===== config.mk =====
export PLATFORM = sky130hd
export DESIGN_NAME = ir_pulse_distance_command_decoder
export DESIGN_NICKNAME = d
export VERILOG_FILES = /design/src/rtl/irpd_pkg.sv /design/src/rtl/ir_pulse_distance_command_decoder.sv /design/src/rtl/irpd_cfg_regs.sv /design/src/rtl/irpd_frame_core.sv
export SDC_FILE = /design/constraint.sdc
export NUM_CORES = 1
export LEC_CHECK = 0
export CORE_ASPECT_RATIO = 0.9
export CORE_MARGIN = 2
export CORE_UTILIZATION = 45
export DETAILED_ROUTE_END_ITERATION = 16
export DONT_BUFFER_PORTS = 1
export SYNTH_ARGS = -nofsm -noshare
export SYNTH_HDL_FRONTEND = slang
export SYNTH_HIERARCHICAL = 1
export SYNTH_SLANG_ARGS = --single-unit

===== constraint.sdc =====
create_clock -name clk -period 4.9 [get_ports clk]
set_clock_uncertainty 0.2 [all_clocks]
set_input_delay 0.245 -clock clk [delete_from_list [all_inputs] [get_ports clk]]
set_output_delay 0.245 -clock clk [all_outputs]
set_load 0.1 [all_outputs]

===== src/rtl/irpd_pkg.sv =====
`default_nettype none

package irpd_pkg;

  // Field and register widths.
  localparam int IDX_W      = 6;
  localparam int CMD_W      = 8;
  localparam int TIMEOUT_W  = 20;
  localparam int LIMIT_W    = 16;
  localparam int CFG_DATA_W = 20;
  localparam int CFG_IDX_W  = 2;

  // Register reset values.
  localparam logic [TIMEOUT_W-1:0] TIMEOUT_RESET    = 20'd20000;
  localparam logic [LIMIT_W-1:0]   ZERO_LIMIT_RESET = 16'd1300;
  localparam logic [LIMIT_W-1:0]   ONE_LIMIT_RESET  = 16'd2300;

  // Register indexes on the configuration port.
  typedef enum logic [CFG_IDX_W-1:0] {
    CFG_ENABLE     = 2'd0,
    CFG_TIMEOUT    = 2'd1,
    CFG_ZERO_LIMIT = 2'd2,
    CFG_ONE_LIMIT  = 2'd3
  } cfg_idx_t;

  // Current register settings as seen by the frame logic.
  typedef struct packed {
    logic                 enable;
    logic [TIMEOUT_W-1:0] timeout_ticks;
    logic [LIMIT_W-1:0]   zero_limit;
    logic [LIMIT_W-1:0]   one_limit;
  } cfg_t;

endpackage

`default_nettype wire


===== src/rtl/ir_pulse_distance_command_decoder.sv =====
// Pulse-distance infrared command decoder. Each input word is one sample of the
// receiver line, taken once per microsecond tick; the block takes one word every
// clock cycle unless a result waits untaken, and a word sits in the input register
// before it reaches the frame logic. The frame state (edge detector, tick counter,
// interval index, bit classes) is computed for a word combinationally, which sets
// that one-word-per-cycle rate. While enabled, a falling edge starts a frame, each
// later one closes an interval, and intervals FIRST_DATA_INTERVAL onwards give the
// command bits, least significant first. When no edge comes for timeout_ticks
// ticks, one result word with the command byte and interval count is offered from
// the result register; a waiting result stalls the input only if it is not taken.
// Registers: 0 enable, 1 timeout_ticks, 2 zero_limit, 3 one_limit; write them
// only while the block is idle.
`default_nettype none

module ir_pulse_distance_command_decoder #(
  parameter int MAX_INTERVALS       = 33,
  parameter int FIRST_DATA_INTERVAL = 17,
  parameter int DATA_BITS           = 8,
  parameter int TICK_WIDTH          = 20
) (
  input  wire logic                             clk,
  input  wire logic                             rst,
  input  wire logic                             cfg_write,
  input  wire logic [irpd_pkg::CFG_IDX_W-1:0]   cfg_index,
  input  wire logic [irpd_pkg::CFG_DATA_W-1:0]  cfg_data,
  input  wire logic                             in_valid,
  output logic                                  in_ready,
  input  wire logic                             line_level,
  output logic                                  out_valid,
  input  wire logic                             out_ready,
  output logic [irpd_pkg::CMD_W-1:0]            command,
  output logic [irpd_pkg::IDX_W-1:0]            intervals_seen
);

  irpd_pkg::cfg_t                  cfg;
  logic                            in_full;
  logic                            in_level;
  logic                            consume;
  logic                            emit;
  logic [irpd_pkg::CMD_W-1:0]      core_command;
  logic [irpd_pkg::IDX_W-1:0]      core_intervals;

  irpd_cfg_regs u_cfg (
    .clk       (clk),
    .rst       (rst),
    .cfg_write (cfg_write),
    .cfg_index (cfg_index),
    .cfg_data  (cfg_data),
    .cfg       (cfg)
  );

  // The held sample moves on whenever the result register has room.
  assign consume  = in_full && (!out_valid || out_ready);
  assign in_ready = !in_full || consume;

  // Input register.
  always_ff @(posedge clk) begin
    if (rst) begin
      in_full <= 1'b0;
    end else if (in_ready) begin
      in_full <= in_valid;
    end
  end

  always_ff @(posedge clk) begin
    if (in_valid && in_ready) begin
      in_level <= line_level;
    end
  end

  irpd_frame_core #(
    .MAX_INTERVALS       (MAX_INTERVALS),
    .FIRST_DATA_INTERVAL (FIRST_DATA_INTERVAL),
    .DATA_BITS           (DATA_BITS),
    .TICK_WIDTH          (TICK_WIDTH)
  ) u_core (
    .clk            (clk),
    .rst            (rst),
    .cfg            (cfg),
    .step           (consume),
    .level          (in_level),
    .emit           (emit),
    .command        (core_command),
    .intervals_seen (core_intervals)
  );

  // Result register.
  always_ff @(posedge clk) begin
    if (rst) begin
      out_valid <= 1'b0;
    end else if (consume && emit) begin
      out_valid <= 1'b1;
    end else if (out_ready) begin
      out_valid <= 1'b0;
    end
  end

  always_ff @(posedge clk) begin
    if (consume && emit) begin
      command        <= core_command;
      intervals_seen <= core_intervals;
    end
  end

endmodule

`default_nettype wire


===== src/rtl/irpd_cfg_regs.sv =====
`default_nettype none

module irpd_cfg_regs (
  input  wire logic                             clk,
  input  wire logic                             rst,
  input  wire logic                             cfg_write,
  input  wire logic [irpd_pkg::CFG_IDX_W-1:0]   cfg_index,
  input  wire logic [irpd_pkg::CFG_DATA_W-1:0]  cfg_data,
  output irpd_pkg::cfg_t                        cfg
);

  // Register file: one write per cycle, each register takes its low bits of the data.
  always_ff @(posedge clk) begin
    if (rst) begin
      cfg.enable        <= 1'b0;
      cfg.timeout_ticks <= irpd_pkg::TIMEOUT_RESET;
      cfg.zero_limit    <= irpd_pkg::ZERO_LIMIT_RESET;
      cfg.one_limit     <= irpd_pkg::ONE_LIMIT_RESET;
    end else if (cfg_write) begin
      unique case (cfg_index)
        irpd_pkg::CFG_ENABLE:     cfg.enable        <= cfg_data[0];
        irpd_pkg::CFG_TIMEOUT:    cfg.timeout_ticks <= cfg_data[irpd_pkg::TIMEOUT_W-1:0];
        irpd_pkg::CFG_ZERO_LIMIT: cfg.zero_limit    <= cfg_data[irpd_pkg::LIMIT_W-1:0];
        irpd_pkg::CFG_ONE_LIMIT:  cfg.one_limit     <= cfg_data[irpd_pkg::LIMIT_W-1:0];
        default: ;
      endcase
    end
  end

endmodule

`default_nettype wire


===== src/rtl/irpd_frame_core.sv =====
`default_nettype none

module irpd_frame_core #(
  parameter int MAX_INTERVALS       = 33,
  parameter int FIRST_DATA_INTERVAL = 17,
  parameter int DATA_BITS           = 8,
  parameter int TICK_WIDTH          = 20
) (
  input  wire logic                          clk,
  input  wire logic                          rst,
  input  wire irpd_pkg::cfg_t                cfg,
  input  wire logic                          step,
  input  wire logic                          level,
  output logic                               emit,
  output logic [irpd_pkg::CMD_W-1:0]         command,
  output logic [irpd_pkg::IDX_W-1:0]         intervals_seen
);

  localparam int CMP_W = (TICK_WIDTH > irpd_pkg::TIMEOUT_W) ? TICK_WIDTH : irpd_pkg::TIMEOUT_W;
  localparam logic [TICK_WIDTH-1:0] TICK_MAX = {TICK_WIDTH{1'b1}};

  logic                          last_level, last_level_next;
  logic                          frame_started, frame_started_next;
  logic [irpd_pkg::IDX_W-1:0]    interval_index, interval_index_next;
  logic [TICK_WIDTH-1:0]         tick_count, tick_count_next;
  logic [DATA_BITS-1:0]          bit_class, bit_class_next;

  logic [TICK_WIDTH-1:0]         tick_inc;
  logic [CMP_W-1:0]              len_ext;
  logic                          fall;
  logic                          take_edge;
  logic                          is_one;
  logic                          timed_out;

  // Saturating tick advance and the comparisons on the advanced count.
  always_comb begin
    tick_inc  = (tick_count == TICK_MAX) ? tick_count : tick_count + TICK_WIDTH'(1);
    len_ext   = CMP_W'(tick_inc);
    fall      = last_level & ~level;
    take_edge = fall & cfg.enable;
    is_one    = (len_ext >= CMP_W'(cfg.zero_limit)) && (len_ext < CMP_W'(cfg.one_limit));
    timed_out = frame_started && (len_ext >= CMP_W'(cfg.timeout_ticks));
  end

  // Frame state update for one line sample.
  always_comb begin
    last_level_next     = last_level;
    frame_started_next  = frame_started;
    interval_index_next = interval_index;
    tick_count_next     = tick_count;
    bit_class_next      = bit_class;
    emit                = 1'b0;
    if (step) begin
      last_level_next = level;
      if (take_edge) begin
        tick_count_next = '0;
        if (!frame_started) begin
          frame_started_next = 1'b1;
        end else if (interval_index < irpd_pkg::IDX_W'(MAX_INTERVALS)) begin
          // Classify the interval when it falls on a data position.
          for (int i = 0; i < DATA_BITS; i++) begin
            if (interval_index == irpd_pkg::IDX_W'(FIRST_DATA_INTERVAL + i)) begin
              bit_class_next[i] = is_one;
            end
          end
          interval_index_next = interval_index + irpd_pkg::IDX_W'(1);
        end
      end else if (timed_out) begin
        emit                = 1'b1;
        frame_started_next  = 1'b0;
        interval_index_next = '0;
        tick_count_next     = '0;
      end else begin
        tick_count_next = tick_inc;
      end
    end
  end

  assign command        = irpd_pkg::CMD_W'(bit_class);
  assign intervals_seen = interval_index;

  // Frame state registers.
  always_ff @(posedge clk) begin
    if (rst) begin
      last_level     <= 1'b1;
      frame_started  <= 1'b0;
      interval_index <= '0;
      tick_count     <= '0;
      bit_class      <= '0;
    end else begin
      last_level     <= last_level_next;
      frame_started  <= frame_started_next;
      interval_index <= interval_index_next;
      tick_count     <= tick_count_next;
      bit_class      <= bit_class_next;
    end
  end

endmodule

`default_nettype wire


Word level (Yosys, flattened, before mapping):

Index checks and enable logic that the tools add are counted.

* reductions and logical operators: 26
* magnitude comparators: 4
* multipliers: 0
* muxes and demuxes: 14
* shift-type cells: 0
* add/subtract/negate cells: 2
* bitwise operators: 3
* div/mod/pow operators: 0
* equal/unequal tests: 14

Operators by type and width (count)
* $mux 20: 3
* $eq 6x5->1 const B: 8
* $reduce_and 5->1: 8
* $mux 6: 4
* $add 20x1->20 const B: 1
* $eq 20x20->1 const B: 1
* $ge 20x16->1: 1
* $ge 20x20->1: 1
* $lt 20x16->1: 1
* $reduce_and 2->1: 5
* $mux 1: 7
* $add 6x1->6 const B: 1
* $lt 6x6->1 const B: 1
* $logic_and 1x1->1: 5
* $eq 2x2->1 const B: 2
* $reduce_and 4->1: 1
* $reduce_bool 2->1: 2
* $and 1x1->1: 2
* $eq 2x1->1 const B: 1
* $logic_not 1->1: 2
* $logic_not 2->1: 1
* $logic_or 1x1->1: 2
* $ne 2x1->1 const B: 1
* $ne 2x2->1 const B: 1
* $not 1->1: 1

* memory bits (read-only): 0
* memory bits (writable): 0
* latch bits: 0
* output and inout port bits: 16
* register bits: 106
* word-level logic and storage cells: 84
* memories kept: 0
* input bits: 28

Logic depth before layout (Yosys ltp):

* depth after elaboration: 9
* depth in mapped cells: 17
* gate-level depth less buffers: 14

Modules after synthesis:

The synthesis kept the hierarchy.

Modules (own cells, without submodules)
* irpd_frame_core: times used 1, area an instance 3514.6 sq um, sequential area each 720.7 sq um, cells an instance 442
* irpd_cfg_regs: times used 1, area an instance 2174.6 sq um, sequential area each 1061.0 sq um, cells an instance 211
* ir_pulse_distance_command_decoder: times used 1, area an instance 553.0 sq um, sequential area each 490.5 sq um, cells an instance 26

Worst setup path before layout:

OpenSTA, ideal clock, no wires.

* kind: register to register
* start: register u_core.tick_count[3]
* end: register command[0] (netlist name)
* setup time: 0.386 ns
* stages on the path, launching flop included: 13
* data arrival time: 3.500 ns
* period minus slack after synthesis: 4.086 ns
* data required time: 4.314 ns
* path buffers: 0
* slack: 0.814 ns
* cells stage by stage: dfxtp_1 > nand3_4 > or3_4 > a211oi_4 > nand3_2 > xnor2_1 > ha_1 > nand4_1 > nor4_1 > a221oi_2 > nor2_1 > nand2_1 > nor2b_1

RTL lines
* from (decl): RTL line irpd_frame_core.sv:25 `logic [TICK_WIDTH-1:0] tick_count, tick_count_next;`
* from (signal assigned): RTL line irpd_frame_core.sv:94 `tick_count <= tick_count_next;`

Worst setup path after layout:

* start: register u_core.tick_count[0]
* end: register u_core.tick_count[11]

* word-level cells in the longest chain between the ends: 6
* elaborated cells on any way between the ends: 7
* classes of those cells: add/sub: 1; order compare: 1; eq/ne: 1; mux: 3; reduce/logical: 1

Ends and longest elaborated chain
* $add 20x1->20 or $eq 20x20->1 (tied branches): RTL line irpd_frame_core.sv:37 `tick_inc = (tick_count == TICK_MAX) ? tick_count : tick_count + TICK_WIDTH'(1);`
* $mux 20 *: RTL line irpd_frame_core.sv:37
* $ge 20x20->1: RTL line irpd_frame_core.sv:42 `timed_out = frame_started && (len_ext >= CMP_W'(cfg.timeout_ticks));`
* $logic_and 1x1->1: RTL line irpd_frame_core.sv:42
* $mux 20 *: RTL line irpd_frame_core.sv:68 `end else if (timed_out) begin`
* $mux 20 *: RTL line irpd_frame_core.sv:55 `if (take_edge) begin`

Mark *: on every way between the ends. The rest lies on a longest branch, timed or not.
A chain may end at the register's enable or synchronous reset.

==> impl_metrics.json <==
{
  "setup_tns_ns": 0,
  "grt_pass1_vias": 4686,
  "setup_viol": 0,
  "clkSlewWorstSetupHoldPaths_ns": 0.08,
  "worstSetupStartpoint": "u_core/tick_count[0]",
  "rr_worst_depth": 14,
  "first_pass_iters": 4,
  "finalHoldViolations": 0,
  "wire_per_inst_um": 16.0,
  "clockPowerShare_pct": 41.6,
  "synthMuxAreaShare_pct": 9.66,
  "critPathRequiredTime_ns": 5.00,
  "worstPathArrival_ns": 4.63,
  "post_cts_resized": 0,
  "rsz0062_at_grt": "no",
  "synth_area_leader_cell": "dfxtp_1",
  "seq_power_share_pct": 50.4,
  "stdcell_area_um2": 6980,
  "maxSlewViolCount": 0,
  "dp.cells": 826,
  "die_area_um2": 14800,
  "synth_fa_ha_area_share_pct": 11.4,
  "root_buffer": "clkbuf_16",
  "cp_max_fo": 20,
  "comb_power_share_pct": 8.1,
  "routed-via-count": 4740,
  "antenna_found_initial": 0,
  "layout_min_cycle_time_ns": 4.53,
  "ant_nets": 0,
  "drive_gt1_share_pct": 6.13,
  "grt.overflow.total": 0,
  "synthCells": 679,
  "die_w_um": 128,
  "via_per_inst": 5.45,
  "n_antenna_cell": 0,
  "drc_errors": 0,
  "reg2reg_from": "u_core/tick_count[0]",
  "cts_sinks": 106,
  "worst_setup_path_end_kind": "flop",
  "synth-xor-area-share_pct": 1.82,
  "ir_worst_vdd_mv": 0.204,
  "drt-initial-drc-count": 229,
  "maxCapViolCount": 0,
  "met1_usage_pct": 26.8,
  "synth-compound-area-share_pct": 12.0,
  "placedInstanceArea_um2": 6370,
  "start_util_pct": 46.4,
  "p_int_mw": 1.34,
  "grt.total_usage_pct": 20.1,
  "worstMarginPinSlew_ns": 1.20,
  "fillerInstances": 1223,
  "core_um2": 13500,
  "yosysWarnings": 6,
  "relSlewSlack_pct": 20.0,
  "cts_tree": "yes",
  "syn_area_um2": 6240,
  "pre_cts_slack_ns": 0.459,
  "yosysUniqueCellTypes": 58,
  "power_leakage_nw": 3.00,
  "ys_seq_area_share_pct": 36.4,
  "hp-start": "rst",
  "use_met3_pct": 3.55,
  "crit_type": "reg2reg",
  "clockBufferDepth": 2,
  "htree_levels": 3,
  "power.density_nw_per_um2": 258,
  "fin_cells": 870,
  "p_switching_mw": 0.466,
  "status": "finished clean",
  "grt_pass1_wl_um": 23400,
  "hold_path.class": "in2reg",
  "grt_max_degree": 108,
  "nNetsFinal": 782,
  "p_sw_share_pct": 25.9,
  "place_hpwl_um": 10000,
  "synth-seq-cells": 106,
  "clk_latency_ns": 0.36,
  "synthSimpleGateAreaFrac_pct": 22.8,
  "critPathLaunchType": "flop",
  "netlist_top_cells_area": "dfxtp_1 29%, ha_1 11%, mux2i_1 9.3%, edfxtp_1 7.2%, nand2b_1 6.3%",
  "syn-num-nets": 764,
  "fmax_mhz": 221,
  "cts_buffers": 9,
  "worst_slack_ns": 0.371,
  "avgSynthCellArea_um2": 9.19,
  "ys_async_sr_fraction_pct": 0,
  "ios": 44,
  "rows": 40,
  "period_share_pct": 92.4,
  "grt_util_met2_pct": 33.0,
  "synth_top_area_share_pct": 29.2,
  "synth_edf_count": 15,
  "syn_to_final_growth_pct": 11.8,
  "drt-total-wl_um": 13900,
  "place_congestion": 0.890,
  "hold_depth": 2,
  "synth_flop_cell": "dfxtp_1",
  "post-cts-setup-buffer-count": 0,
  "ys_top_cells_by_count": "91 x dfxtp_1, 63 x inv_1, 63 x nand2b_1",
  "portBuffers": 0,
  "dieHeight_um": 116,
  "synth.most_common_cell": "dfxtp_1",
  "power_mw": 1.80,
  "grt.busiest_layer": "met2",
  "synth_top_family_by_area": "simple AND/OR/NAND/NOR gates"
}
[cell type report]
type	count	area [um2]	share of cell area, %
tap	168	210	3.01
inverter	63	236	3.39
multi-input combinational	484	3600	51.6
sequential	106	2270	32.6
clock buffer	9	225	3.23
timing repair buffer	33	348	4.98
clock inverter	7	88.8	1.27
[cells by family after synthesis]
kind of cell             count (synthesis)
multiplexers                            60
AND/OR/NAND/NOR                        251
buffers and inverters                   89
flip-flops                             106
XOR/XNOR                                13
AO/OA/AOI/OAI                          103
adder cells (fa/ha/maj)                 57
[power groups by stage]
stage	registers (mW)	clock network, mW	logic (mW)
6_report	0.907	0.749	0.145
5_1_grt	0.910	0.795	0.161
4_1_cts	0.908	0.772	0.145
3_5_place_dp	0.928	0	0.111
3_3_place_gp	0.927	0	0.108
2_1_floorplan	0.924	0	0.0986
[final timing paths]
check | end | slack, ns
worst max-delay path | u_core/tick_count[11] | 0.37
worst min-delay path | in_full | 0.06
worst max register to register | u_core/tick_count[11] | 0.37
worst min register to register | command[4] | 0.23
[registers in the layout, summed over array words and instances, names as in the netlist]
register	cells
in_full	1
u_core/frame_started	1
u_core/tick_count	20
in_level	1
intervals_seen	6
u_cfg/cfg	53
command	8
out_valid	1
u_core/last_level	1
u_core/intervals_seen	6
u_core/command	8
[critical path, stage by stage, from the launching register on]
cell	delay [ns]
dfxtp_1	0.48
ha_1	0.45
nand2_1	0.16
nor3_4	0.26
buf_4	0.22
nand4_1	0.11
mux2_2	0.32
ha_1	0.32
a21oi_1	0.17
nand2_1	0.08
a221o_1	0.38
a221oi_1	0.46
buf_12	0.22
and2_1	0.41
a22o_1	0.22
[per-layer routing]
layer,wire (um),up-vias,part of all wire (%)
li1,-,2420,-
met1,6780,2232,49
met2,6490,73,47
met3,370,15,2.7
met4,270,0,1.9
met5,0,-,0
[layout by cell type (no fill, tap or decap), types with 3 or more instances in the layout]
| cell | n |
|---|---|
| and2_1 | 8 |
| and4_1 | 3 |
| nand2_1 | 44 |
| nor2b_1 | 5 |
| and3_1 | 5 |
| xnor2_1 | 9 |
| a31oi_1 | 8 |
| nand4_2 | 4 |
| a22o_1 | 7 |
| nand4_1 | 15 |
| clkbuf_16 | 9 |
| nand3_1 | 14 |
| edfxtp_1 | 15 |
| dlygate4sd3_1 | 27 |
| buf_4 | 4 |
| o22ai_1 | 6 |
| and3b_1 | 3 |
| nand2b_1 | 63 |
| nor3b_1 | 3 |
| mux2i_1 | 58 |
| xor2_1 | 4 |
| nand3_2 | 3 |
| ha_1 | 57 |
| o21ai_1 | 6 |
| a21oi_1 | 26 |
| a32oi_1 | 4 |
| nor3_1 | 10 |
| dfxtp_1 | 91 |
| o21ai_0 | 11 |
| or3_1 | 5 |
| a21o_1 | 7 |
| inv_1 | 63 |
| nor2_1 | 50 |
| nand3b_1 | 9 |
| a31o_1 | 3 |
| a211o_1 | 5 |
[per-stage QoR]
stage          hold WS [ns]  util [%]
2_1_floorplan         0.114         -
3_3_place_gp          0.123      47.3
3_5_place_dp          0.128      47.3
4_1_cts              0.0661      51.8
5_1_grt              0.0884      51.8
6_report             0.0645      51.8
[what timing repair did]
| action | 4_1_cts | 5_1_grt |
|---|---|---|
| endpoints found under the setup margin | 0 | 0 |
| endpoints found under the hold margin | 78 | 0 |
| hold buffers | 28 | 0 |
(Power assumes the default switching activity.)
